==> src/stq_pkg.sv <==
// Shared types, codes and helpers of the sorted timer queue.
package stq_pkg;

	localparam int DEPTH_DEF     = 16;
	localparam int TAG_WIDTH_DEF = 16;
	localparam int MAX_FIRE      = 16;
	localparam int FIRE_W        = $clog2(MAX_FIRE + 1);

	typedef enum logic [1:0] {
		MODE_START  = 2'd0,
		MODE_CANCEL = 2'd1,
		MODE_RUN    = 2'd2,
		MODE_QUERY  = 2'd3
	} mode_t;

	typedef enum logic [2:0] {
		KIND_STARTED   = 3'd0,
		KIND_CANCELLED = 3'd1,
		KIND_BAD       = 3'd2,
		KIND_EXPIRED   = 3'd3,
		KIND_NONE_DUE  = 3'd4,
		KIND_FIRST     = 3'd5,
		KIND_FULL      = 3'd6
	} kind_t;

	typedef enum logic [3:0] {
		ST_IDLE,
		ST_FREE,
		ST_INS_WALK,
		ST_INS_LINK,
		ST_INS_PREV,
		ST_CAN_WALK,
		ST_RUN,
		ST_QRY,
		ST_RESP
	} state_t;

	// a is at or after b on a wrapping 32-bit clock
	function automatic logic at_or_after(input logic [31:0] a, input logic [31:0] b);
		logic [31:0] diff;
		diff = a - b;
		return !diff[31];
	endfunction

endpackage

==> src/stq_if.sv <==
// Command and result channel interfaces of the sorted timer queue.
interface stq_cmd_if;
	logic        valid;
	logic        ready;
	logic [1:0]  mode;
	logic [31:0] now;
	logic [30:0] timeout;
	logic [15:0] timer_tag;
	logic [3:0]  cancel_handle;

	modport source (output valid, mode, now, timeout, timer_tag, cancel_handle, input ready);
	modport sink (input valid, mode, now, timeout, timer_tag, cancel_handle, output ready);
endinterface

interface stq_res_if;
	logic               valid;
	logic               ready;
	logic [2:0]         kind;
	logic [3:0]         handle;
	logic [15:0]        fired_tag;
	logic signed [31:0] remaining;
	logic               last;

	modport source (output valid, kind, handle, fired_tag, remaining, last, input ready);
	modport sink (input valid, kind, handle, fired_tag, remaining, last, output ready);
endinterface

==> src/sorted_timer_queue.sv <==
// Sorted timer queue: up to DEPTH timers kept in a linked list ordered by deadline.
// One command item is taken at a time; cmd.ready is high only while the sequencer idles.
// The list lives in one memory with a single registered read port, walked one entry per
// cycle while nothing stalls it. Start scans for the lowest free slot, one slot a cycle,
// then walks the sorted list; cancel walks to its handle; run fires due timers from the
// head (at most 16 per item); query reads the head unless empty. A full result register
// lets the next command be taken while the final result of the last one waits; a run that
// fires several timers stalls while an earlier result is not yet taken. Deadlines compare
// wrap-safe: a timer is due when now minus its deadline, mod 2^32, is below 2^31.
module sorted_timer_queue #(
	parameter int DEPTH     = stq_pkg::DEPTH_DEF,
	parameter int TAG_WIDTH = stq_pkg::TAG_WIDTH_DEF
) (
	input  logic     clk,
	input  logic     arst_n,
	stq_cmd_if.sink  cmd,
	stq_res_if.source res
);
	import stq_pkg::*;

	localparam int IW = $clog2(DEPTH);
	localparam int CW = $clog2(DEPTH + 1);

	// list storage
	logic [31:0]          dl_mem    [DEPTH];
	logic [TAG_WIDTH-1:0] label_mem [DEPTH];
	logic [IW-1:0]        link_mem  [DEPTH];
	logic [31:0]          dl_rd_q;
	logic [TAG_WIDTH-1:0] label_rd_q;
	logic [IW-1:0]        link_rd_q;

	logic [IW-1:0] rd_addr;
	logic          wr_en;
	logic          link_we;
	logic [IW-1:0] link_wa;
	logic [IW-1:0] link_wd;

	state_t            state_q, state_d;
	logic [DEPTH-1:0]  used_q, used_d;
	logic [CW-1:0]     count_q, count_d;
	logic [IW-1:0]     head_q, head_d;
	logic [FIRE_W-1:0] fired_q, fired_d;
	logic              prev_valid_q, prev_valid_d;
	logic              out_valid_q;

	logic [IW-1:0]        cur_q, cur_d;
	logic [IW-1:0]        prev_q, prev_d;
	logic [CW-1:0]        k_q, k_d;
	logic [IW-1:0]        slot_q, slot_d;
	logic [IW-1:0]        hslot_q, hslot_d;
	logic [31:0]          now_q, now_d;
	logic [31:0]          dl_q, dl_d;
	logic [TAG_WIDTH-1:0] tag_q, tag_d;

	kind_t              res_kind_q, res_kind_d;
	logic [3:0]         res_handle_q, res_handle_d;
	logic [15:0]        res_tag_q, res_tag_d;
	logic signed [31:0] res_rem_q, res_rem_d;

	kind_t              out_kind_q;
	logic [3:0]         out_handle_q;
	logic [15:0]        out_tag_q;
	logic signed [31:0] out_rem_q;
	logic               out_last_q;

	logic          can_emit;
	logic          emit;
	logic          emit_last;
	logic [IW-1:0] hslot_in;
	logic          hnd_ok;

	assign can_emit = !out_valid_q || res.ready;
	assign hslot_in = IW'(cmd.cancel_handle);
	assign hnd_ok   = ({28'd0, cmd.cancel_handle} < 32'(DEPTH)) && used_q[hslot_in];

	always_comb begin
		state_d      = state_q;
		used_d       = used_q;
		count_d      = count_q;
		head_d       = head_q;
		fired_d      = fired_q;
		prev_valid_d = prev_valid_q;
		cur_d        = cur_q;
		prev_d       = prev_q;
		k_d          = k_q;
		slot_d       = slot_q;
		hslot_d      = hslot_q;
		now_d        = now_q;
		dl_d         = dl_q;
		tag_d        = tag_q;
		res_kind_d   = res_kind_q;
		res_handle_d = res_handle_q;
		res_tag_d    = res_tag_q;
		res_rem_d    = res_rem_q;
		rd_addr      = cur_q;
		wr_en        = 1'b0;
		link_we      = 1'b0;
		link_wa      = prev_q;
		link_wd      = slot_q;
		emit         = 1'b0;
		emit_last    = 1'b0;
		cmd.ready    = (state_q == ST_IDLE);

		case (state_q)
			ST_IDLE: begin
				if (cmd.valid) begin
					now_d        = cmd.now;
					dl_d         = cmd.now + {1'b0, cmd.timeout};
					tag_d        = TAG_WIDTH'(cmd.timer_tag);
					hslot_d      = hslot_in;
					cur_d        = head_q;
					rd_addr      = head_q;
					prev_valid_d = 1'b0;
					k_d          = '0;
					slot_d       = '0;
					fired_d      = '0;
					res_handle_d = '0;
					res_tag_d    = '0;
					res_rem_d    = '0;
					case (cmd.mode)
						MODE_START: begin
							if (count_q == CW'(DEPTH)) begin
								res_kind_d = KIND_FULL;
								state_d    = ST_RESP;
							end else begin
								state_d = ST_FREE;
							end
						end
						MODE_CANCEL: begin
							if (!hnd_ok) begin
								res_kind_d   = KIND_BAD;
								res_handle_d = cmd.cancel_handle;
								state_d      = ST_RESP;
							end else begin
								state_d = ST_CAN_WALK;
							end
						end
						MODE_RUN: begin
							state_d = ST_RUN;
						end
						default: begin
							res_kind_d = KIND_FIRST;
							if (count_q == '0) begin
								res_rem_d = '1;
								state_d   = ST_RESP;
							end else begin
								state_d = ST_QRY;
							end
						end
					endcase
				end
			end
			ST_FREE: begin
				// scan for the lowest free slot, then prime the walk at the head
				if (!used_q[slot_q]) begin
					cur_d   = head_q;
					rd_addr = head_q;
					state_d = ST_INS_WALK;
				end else begin
					slot_d = slot_q + 1'b1;
				end
			end
			ST_INS_WALK: begin
				if (k_q == count_q || !at_or_after(dl_q, dl_rd_q)) begin
					state_d = ST_INS_LINK;
				end else begin
					prev_d       = cur_q;
					prev_valid_d = 1'b1;
					cur_d        = link_rd_q;
					rd_addr      = link_rd_q;
					k_d          = k_q + 1'b1;
				end
			end
			ST_INS_LINK: begin
				// cur holds the successor of the new entry
				wr_en          = 1'b1;
				link_we        = 1'b1;
				link_wa        = slot_q;
				link_wd        = cur_q;
				used_d[slot_q] = 1'b1;
				count_d        = count_q + 1'b1;
				res_kind_d     = KIND_STARTED;
				res_handle_d   = 4'(slot_q);
				if (prev_valid_q) begin
					state_d = ST_INS_PREV;
				end else begin
					head_d  = slot_q;
					state_d = ST_RESP;
				end
			end
			ST_INS_PREV: begin
				link_we = 1'b1;
				link_wa = prev_q;
				link_wd = slot_q;
				state_d = ST_RESP;
			end
			ST_CAN_WALK: begin
				if (cur_q == hslot_q) begin
					// unlink: predecessor or head takes the successor
					if (prev_valid_q) begin
						link_we = 1'b1;
						link_wa = prev_q;
						link_wd = link_rd_q;
					end else begin
						head_d = link_rd_q;
					end
					used_d[hslot_q] = 1'b0;
					count_d         = count_q - 1'b1;
					res_kind_d      = KIND_CANCELLED;
					res_handle_d    = 4'(hslot_q);
					state_d         = ST_RESP;
				end else begin
					prev_d       = cur_q;
					prev_valid_d = 1'b1;
					cur_d        = link_rd_q;
					rd_addr      = link_rd_q;
				end
			end
			ST_RUN: begin
				if (count_q != '0 && fired_q != FIRE_W'(MAX_FIRE)
						&& at_or_after(now_q, dl_rd_q)) begin
					// hold the expiry in res until the next one shows it is not the last
					if (fired_q == '0 || can_emit) begin
						emit          = (fired_q != '0);
						res_kind_d    = KIND_EXPIRED;
						res_handle_d  = 4'(cur_q);
						res_tag_d     = 16'(label_rd_q);
						res_rem_d     = '0;
						head_d        = link_rd_q;
						cur_d         = link_rd_q;
						rd_addr       = link_rd_q;
						used_d[cur_q] = 1'b0;
						count_d       = count_q - 1'b1;
						fired_d       = fired_q + 1'b1;
					end
				end else begin
					if (fired_q == '0) begin
						res_kind_d   = KIND_NONE_DUE;
						res_handle_d = '0;
						res_tag_d    = '0;
						res_rem_d    = '0;
					end
					state_d = ST_RESP;
				end
			end
			ST_QRY: begin
				res_rem_d = at_or_after(now_q, dl_rd_q) ? '0 : dl_rd_q - now_q;
				state_d   = ST_RESP;
			end
			ST_RESP: begin
				if (can_emit) begin
					emit      = 1'b1;
					emit_last = 1'b1;
					state_d   = ST_IDLE;
				end
			end
			default: begin
				state_d = ST_IDLE;
			end
		endcase
	end

	always_ff @(posedge clk) begin
		if (wr_en) begin
			dl_mem[slot_q]    <= dl_q;
			label_mem[slot_q] <= tag_q;
		end
		if (link_we) begin
			link_mem[link_wa] <= link_wd;
		end
		dl_rd_q    <= dl_mem[rd_addr];
		label_rd_q <= label_mem[rd_addr];
		link_rd_q  <= link_mem[rd_addr];
	end

	always_ff @(posedge clk or negedge arst_n) begin
		if (!arst_n) begin
			state_q      <= ST_IDLE;
			used_q       <= '0;
			count_q      <= '0;
			head_q       <= '0;
			fired_q      <= '0;
			prev_valid_q <= 1'b0;
			out_valid_q  <= 1'b0;
		end else begin
			state_q      <= state_d;
			used_q       <= used_d;
			count_q      <= count_d;
			head_q       <= head_d;
			fired_q      <= fired_d;
			prev_valid_q <= prev_valid_d;
			if (emit) begin
				out_valid_q <= 1'b1;
			end else if (res.ready) begin
				out_valid_q <= 1'b0;
			end
		end
	end

	always_ff @(posedge clk) begin
		cur_q        <= cur_d;
		prev_q       <= prev_d;
		k_q          <= k_d;
		slot_q       <= slot_d;
		hslot_q      <= hslot_d;
		now_q        <= now_d;
		dl_q         <= dl_d;
		tag_q        <= tag_d;
		res_kind_q   <= res_kind_d;
		res_handle_q <= res_handle_d;
		res_tag_q    <= res_tag_d;
		res_rem_q    <= res_rem_d;
		if (emit) begin
			out_kind_q   <= res_kind_q;
			out_handle_q <= res_handle_q;
			out_tag_q    <= res_tag_q;
			out_rem_q    <= res_rem_q;
			out_last_q   <= emit_last;
		end
	end

	assign res.valid     = out_valid_q;
	assign res.kind      = out_kind_q;
	assign res.handle    = out_handle_q;
	assign res.fired_tag = out_tag_q;
	assign res.remaining = out_rem_q;
	assign res.last      = out_last_q;

endmodule

==> src/flat_wrapper.sv <==
// flat-port wrapper written by rule: the top's interface ports become plain ports
module sorted_timer_queue_flat import stq_pkg::*;
#(
	parameter int DEPTH     = stq_pkg::DEPTH_DEF,
	parameter int TAG_WIDTH = stq_pkg::TAG_WIDTH_DEF
)
  (clk, arst_n, cmd_valid, cmd_mode, cmd_now, cmd_timeout, cmd_timer_tag, cmd_cancel_handle, cmd_ready, res_valid, res_kind, res_handle, res_fired_tag, res_remaining, res_last, res_ready);
  stq_cmd_if cmd_i ();
  stq_res_if res_i ();
  input  logic clk;
  input  logic arst_n;
  input wire logic [$bits(cmd_i.valid)-1:0] cmd_valid;
  input wire logic [$bits(cmd_i.mode)-1:0] cmd_mode;
  input wire logic [$bits(cmd_i.now)-1:0] cmd_now;
  input wire logic [$bits(cmd_i.timeout)-1:0] cmd_timeout;
  input wire logic [$bits(cmd_i.timer_tag)-1:0] cmd_timer_tag;
  input wire logic [$bits(cmd_i.cancel_handle)-1:0] cmd_cancel_handle;
  output wire logic [$bits(cmd_i.ready)-1:0] cmd_ready;
  output wire logic [$bits(res_i.valid)-1:0] res_valid;
  output wire logic [$bits(res_i.kind)-1:0] res_kind;
  output wire logic [$bits(res_i.handle)-1:0] res_handle;
  output wire logic [$bits(res_i.fired_tag)-1:0] res_fired_tag;
  output wire logic [$bits(res_i.remaining)-1:0] res_remaining;
  output wire logic [$bits(res_i.last)-1:0] res_last;
  input wire logic [$bits(res_i.ready)-1:0] res_ready;
  assign cmd_i.valid = cmd_valid;
  assign cmd_i.mode = cmd_mode;
  assign cmd_i.now = cmd_now;
  assign cmd_i.timeout = cmd_timeout;
  assign cmd_i.timer_tag = cmd_timer_tag;
  assign cmd_i.cancel_handle = cmd_cancel_handle;
  assign cmd_ready = cmd_i.ready;
  assign res_valid = res_i.valid;
  assign res_kind = res_i.kind;
  assign res_handle = res_i.handle;
  assign res_fired_tag = res_i.fired_tag;
  assign res_remaining = res_i.remaining;
  assign res_last = res_i.last;
  assign res_i.ready = res_ready;
  sorted_timer_queue #(.DEPTH(DEPTH), .TAG_WIDTH(TAG_WIDTH)) u_core (.clk(clk), .arst_n(arst_n), .cmd(cmd_i), .res(res_i));
endmodule
==> config.mk <==
export PLATFORM = sky130hd
export DESIGN_NAME = sorted_timer_queue_flat
export DESIGN_NICKNAME = d
export VERILOG_FILES = /design/src/stq_pkg.sv /design/src/stq_if.sv /design/src/sorted_timer_queue.sv /design/src/flat_wrapper.sv
export SDC_FILE = /design/constraint.sdc
export NUM_CORES = 2
export LEC_CHECK = 0
export ABC_AREA = 0
export BUFFER_PORTS_ARGS = -buffer_cell sky130_fd_sc_hd__buf_4
export CAP_MARGIN = 20
export CORE_ASPECT_RATIO = 1.1
export CORE_MARGIN = 4
export CORE_UTILIZATION = 30
export CTS_BUF_LIST = sky130_fd_sc_hd__clkbuf_2 sky130_fd_sc_hd__clkbuf_4 sky130_fd_sc_hd__clkbuf_8
export CTS_CLUSTER_SIZE = 28
export DETAILED_ROUTE_END_ITERATION = 10
export GPL_ROUTABILITY_DRIVEN = 0
export SLEW_MARGIN = 20
export SYNTH_ARGS = -nofsm -noshare
export SYNTH_HDL_FRONTEND = slang
export SYNTH_SLANG_ARGS = --single-unit
==> constraint.sdc <==
create_clock -name clk -period 6.6 [get_ports clk]
set_clock_uncertainty 0.05 [all_clocks]
set_input_delay 1.32 -clock clk [delete_from_list [all_inputs] [get_ports clk]]
set_output_delay 1.32 -clock clk [all_outputs]
set_load 0.02 [all_outputs]
==> run_summary.xml <==
<?xml version="1.0" encoding="UTF-8"?>
<metrics>
  <group name="run_status">
    <metric name="outcome" unit="">completed</metric>
  </group>
  <group name="logic_synthesis">
    <metric name="synth_warnings" unit="">0</metric>
    <metric name="postSynthRegisterBits" unit="">1132</metric>
    <metric name="synthDistinctLibCells" unit="">79</metric>
    <metric name="syn-cell-area" unit="sq um">47000</metric>
    <metric name="yosys.area_share.xor_xnor" unit="">0.0157</metric>
    <metric name="synth-simple-area-share" unit="">0.0470</metric>
    <metric name="synth-edff-count" unit="">1040</metric>
    <metric name="synthCells" unit="">2989</metric>
    <metric name="dominantRegCellSynth" unit="">sky130_fd_sc_hd__edfxtp_1</metric>
    <metric name="synth_seq_area_share" unit="">0.708</metric>
    <metric name="synth_area_per_cell" unit="sq um">15.7</metric>
    <metric name="share_of_flip_flops_with_an_asynchronous_set_or_reset" unit="">0.0318</metric>
    <metric name="main_combinational_cell_family_by_area_after_synthesis" unit="">multiplexers</metric>
    <metric name="post_synth_mux_area_share" unit="">0.0959</metric>
    <metric name="yosys.area_share.adder" unit="">0.0367</metric>
    <metric name="synth_compound_gate_area_share" unit="">0.0750</metric>
    <metric name="mappedNetlistNets" unit="">3214</metric>
  </group>
  <group name="final_layout">
    <metric name="multi_input_gate_area_in_the_final_layout" unit="sq um">12800</metric>
    <metric name="layout_common_cells" unit="">sky130_fd_sc_hd__edfxtp_1, sky130_fd_sc_hd__mux2i_1, sky130_fd_sc_hd__o22ai_1, sky130_fd_sc_hd__clkbuf_8, sky130_fd_sc_hd__buf_4</metric>
    <metric name="layout-drive-gt1-share" unit="">0.161</metric>
    <metric name="regArea" unit="sq um">33300</metric>
    <metric name="layout_commonest_cell" unit="">sky130_fd_sc_hd__edfxtp_1</metric>
    <metric name="fillers" unit="">15028</metric>
    <metric name="nNetsFinal" unit="">3450</metric>
    <metric name="area_growth_syn_to_layout" unit="%">15.3</metric>
  </group>
  <group name="timing">
    <metric name="fin_crit_sh" unit="">0.850</metric>
    <metric name="final_hold_viol_count" unit="">0</metric>
    <metric name="period_minus_slack" unit="ns">5.61</metric>
    <metric name="timing_max_transition_violations_final" unit="">0</metric>
    <metric name="totalNegativeSetupSlack" unit="ns">0</metric>
    <metric name="rsz0062_at_grt" unit="">no</metric>
    <metric name="worst_slew_margin_rel" unit="">0.268</metric>
    <metric name="slew_at_the_pin_closest_to_its_max_slew_limit" unit="ns">1.10</metric>
    <metric name="finalSetupViolCount" unit="">0</metric>
    <metric name="maxClockFrequency" unit="GHz">0.178</metric>
  </group>
  <group name="worst_setup_path">
    <metric name="worstSetupEndpointType" unit="">register</metric>
    <metric name="cp_data_required_time" unit="ns">7.25</metric>
    <metric name="critPathLaunch" unit="">u_core.dl_q[13]</metric>
    <metric name="reg2reg_depth" unit="">13</metric>
    <metric name="setup.worst_path.class" unit="">register to register</metric>
    <metric name="cp.arrival" unit="ns">6.26</metric>
    <metric name="cp_max_fo" unit="">64</metric>
    <metric name="regToRegStartpoint" unit="">u_core.dl_q[13]</metric>
    <metric name="setup_slack_of_the_worst_register_to_register_path" unit="ns">0.99</metric>
    <metric name="critical_path.startpoint_type" unit="">register</metric>
  </group>
  <group name="power">
    <metric name="power_frac_clock" unit="">0.225</metric>
    <metric name="power_per_cell_area" unit="nW/um^2">480</metric>
    <metric name="power_leakage" unit="nW">19.9</metric>
    <metric name="sequential_group_share_of_total_power" unit="">0.376</metric>
    <metric name="worst_ir_drop_vdd" unit="mV">0.597</metric>
    <metric name="pwr-share-comb" unit="">0.400</metric>
    <metric name="switching_power_share_of_the_total" unit="">0.368</metric>
    <metric name="total_power" unit="W">0.0260</metric>
    <metric name="power_report.internal_total" unit="W">0.0164</metric>
    <metric name="power.net_switching" unit="W">0.00956</metric>
  </group>
  <group name="clock_network">
    <metric name="clk_path_buf_depth" unit="">3</metric>
    <metric name="cts.sink_count" unit="">1132</metric>
    <metric name="htreeDepth" unit="">4</metric>
    <metric name="ctsHoldBuffers" unit="">0</metric>
    <metric name="post_cts_resized" unit="">0</metric>
    <metric name="cts_root_buf" unit="">sky130_fd_sc_hd__clkbuf_8</metric>
    <metric name="clk_transition_reported_paths" unit="ns">0.07</metric>
    <metric name="clock_tree_from_tritoncts" unit="">yes</metric>
    <metric name="worst_skew_pair.late_latency" unit="ns">0.86</metric>
    <metric name="numCtsBuffers" unit="">166</metric>
    <metric name="post-cts-setup-buffer-count" unit="">0</metric>
  </group>
  <group name="placed_design">
    <metric name="port-buffer-count" unit="">146</metric>
    <metric name="dpl.hpwl" unit="microns">72100</metric>
  </group>
  <group name="drt">
    <metric name="firstDrtPassIters" unit="">8</metric>
    <metric name="wl" unit="microns">121000</metric>
    <metric name="wl_met2" unit="microns">63300</metric>
    <metric name="met3_length" unit="microns">5300</metric>
    <metric name="wl_met1" unit="microns">48000</metric>
    <metric name="first_iter_violations" unit="">2196</metric>
    <metric name="avgRoutedWirePerCell" unit="microns">22.2</metric>
    <metric name="via_count" unit="">26542</metric>
    <metric name="remaining_drc_errors" unit="">0</metric>
    <metric name="via_per_inst" unit="">4.87</metric>
    <metric name="top_signal_layer_used" unit="">met4</metric>
    <metric name="final_antenna_net_count" unit="">0</metric>
  </group>
  <group name="floorplan">
    <metric name="initial_util" unit="">0.301</metric>
    <metric name="placeableCoreArea" unit="sq um">156000</metric>
    <metric name="die_extent_in_y" unit="microns">423</metric>
    <metric name="die_ar" unit="sq um">163000</metric>
    <metric name="die_width" unit="microns">385</metric>
    <metric name="pin_count" unit="">147</metric>
    <metric name="rows" unit="">152</metric>
  </group>
  <group name="grt">
    <metric name="wire_length_of_the_first_global_routing_pass" unit="microns">176000</metric>
    <metric name="global_route.overflow_total" unit="">0</metric>
    <metric name="grt_use_total" unit="">0.145</metric>
    <metric name="first_global_vias" unit="">26875</metric>
    <metric name="number_of_antenna_violations_at_the_first_check_in_global_routing" unit="">2</metric>
    <metric name="maximum_number_of_pins_on_one_net_before_global_route_repair" unit="">79</metric>
  </group>
  <group name="worst_hold_path">
    <metric name="timing.hold.worst_path_depth" unit="">0</metric>
    <metric name="hold_path_class" unit="">register to register</metric>
    <metric name="holdCritStartpoint" unit="">u_core.res_kind_q[0]</metric>
  </group>
  <group name="flow_run">
    <metric name="drv_cap" unit="">0</metric>
  </group>
</metrics>
## critical path, cell delays in order, from the launching register on
cell and delay (ns):
sky130_fd_sc_hd__edfxtp_1 0.76, sky130_fd_sc_hd__ha_1 0.36, sky130_fd_sc_hd__a21o_1 0.17, sky130_fd_sc_hd__a211o_1 0.39
sky130_fd_sc_hd__a211oi_1 0.53, sky130_fd_sc_hd__o21ai_1 0.41, sky130_fd_sc_hd__mux2_2 0.43, sky130_fd_sc_hd__a211o_1 0.31
sky130_fd_sc_hd__nor4_4 0.20, sky130_fd_sc_hd__buf_12 0.26, sky130_fd_sc_hd__buf_12 0.40, sky130_fd_sc_hd__mux2i_1 0.37
sky130_fd_sc_hd__o22ai_1 0.17, sky130_fd_sc_hd__or4_1 0.57
## kinds of logic after synthesis
kind of cell / count (synthesis)
XOR/XNOR: 84
buffers and inverters: 233
adder cells (fa/ha/maj): 136
multiplexers: 438
flip-flops: 1132
AO/OA/AOI/OAI: 550
AND/OR/NAND/NOR: 416
## layer usage
metal  track usage  up-vias
met3        0.0239      236
met2         0.263      710
met5             0        -
met1         0.171    13411
met4        0.0561        0
li1              -    12185
## cell type report
| class | instances | share of cell area |
|---|---|---|
| Inverter | 105 | 0.00732 |
| Multi-Input combinational cell | 1624 | 0.236 |
| Antenna cell | 3 | 0.000139 |
| Clock inverter | 63 | 0.00877 |
| Clock buffer | 244 | 0.0555 |
| Tap cell | 2079 | 0.0480 |
| Sequential cell | 1132 | 0.614 |
| Timing Repair Buffer | 196 | 0.0303 |
## flip-flops by register name, indices dropped and copies added, names as in the netlist, 32 cells and up
signal and count:
u_core.res_rem_q 32, u_core.dl_q 32, u_core.link_mem 64, u_core.res.remaining 32
u_core.now_q 32, u_core.dl_mem 512, u_core.label_mem 256, u_core.dl_rd_q 32
## power by group through the flow
stage | combinational, W | clock (W) | sequential (W)
after floorplan | 0.00765 | 0 | 0.00958
after global placement | 0.0104 | 0 | 0.00991
after detailed placement | 0.0105 | 0 | 0.00993
after CTS | 0.0105 | 0.00599 | 0.00979
after global routing | 0.0112 | 0.00631 | 0.00984
final | 0.0104 | 0.00584 | 0.00976
## cell usage after synthesis, drive strengths merged (4+ instances only)
library cell  count  area, sq um
nand2b           15         93.8
mux2              6         67.6
o21ai            87          439
a222oi            7         70.1
nor2             94          355
inv             104          390
a221oi            6         52.6
a211o             6         52.6
o21a              5         37.5
or3               9         56.3
xnor2            52          455
o21bai            6         45.0
nor2b             9         56.3
o32ai             5         43.8
clkbuf           45          169
xor2             32          280
nand3b            4         37.5
mux4              9          203
nor4              7         56.3
nand3            28          145
o31ai             6         45.0
and3             11         68.8
and4              5         43.8
a2bb2oi          16          140
dfrtp            36          901
mux2i           423         4230
a31oi            17          113
dfxtp            56         1120
a21oi            96          488
nor3             22          110
o22ai           222         1390
or4              53          398
nor3b             4         30.0
a21o             34          255
nand4            10         62.6
ha              133         1660
and2             41          257
edfxtp         1040        31200
buf              83          477
a211oi           10         87.6
nand2            97          364
## metrics by stage
stage	cells	hold WS [ns]	area, sq um	setup slack, ns	utilization
global placement	5135	0.353	50700	0.944	0.325
CTS	5442	0.311	54200	0.957	0.347
detailed placement	5135	0.355	50700	0.977	0.325
floorplan	2989	0.350	47000	1.45	-
global route	5445	0.356	54200	0.755	0.347
finish	5446	0.362	54200	0.990	0.347
## final timing paths
| kind | to |
|---|---|
| min in group asynchronous | u_core.used_q[6] |
| setup / recovery | u_core.label_rd_q[6] |
| setup reg to reg | u_core.label_rd_q[6] |
| hold reg to reg | u_core.res.kind[0] |
| max in group asynchronous | u_core.fired_q[2] |
| hold / removal | u_core.res.kind[0] |
No activity file was read; power rests on OpenSTA's default activity.
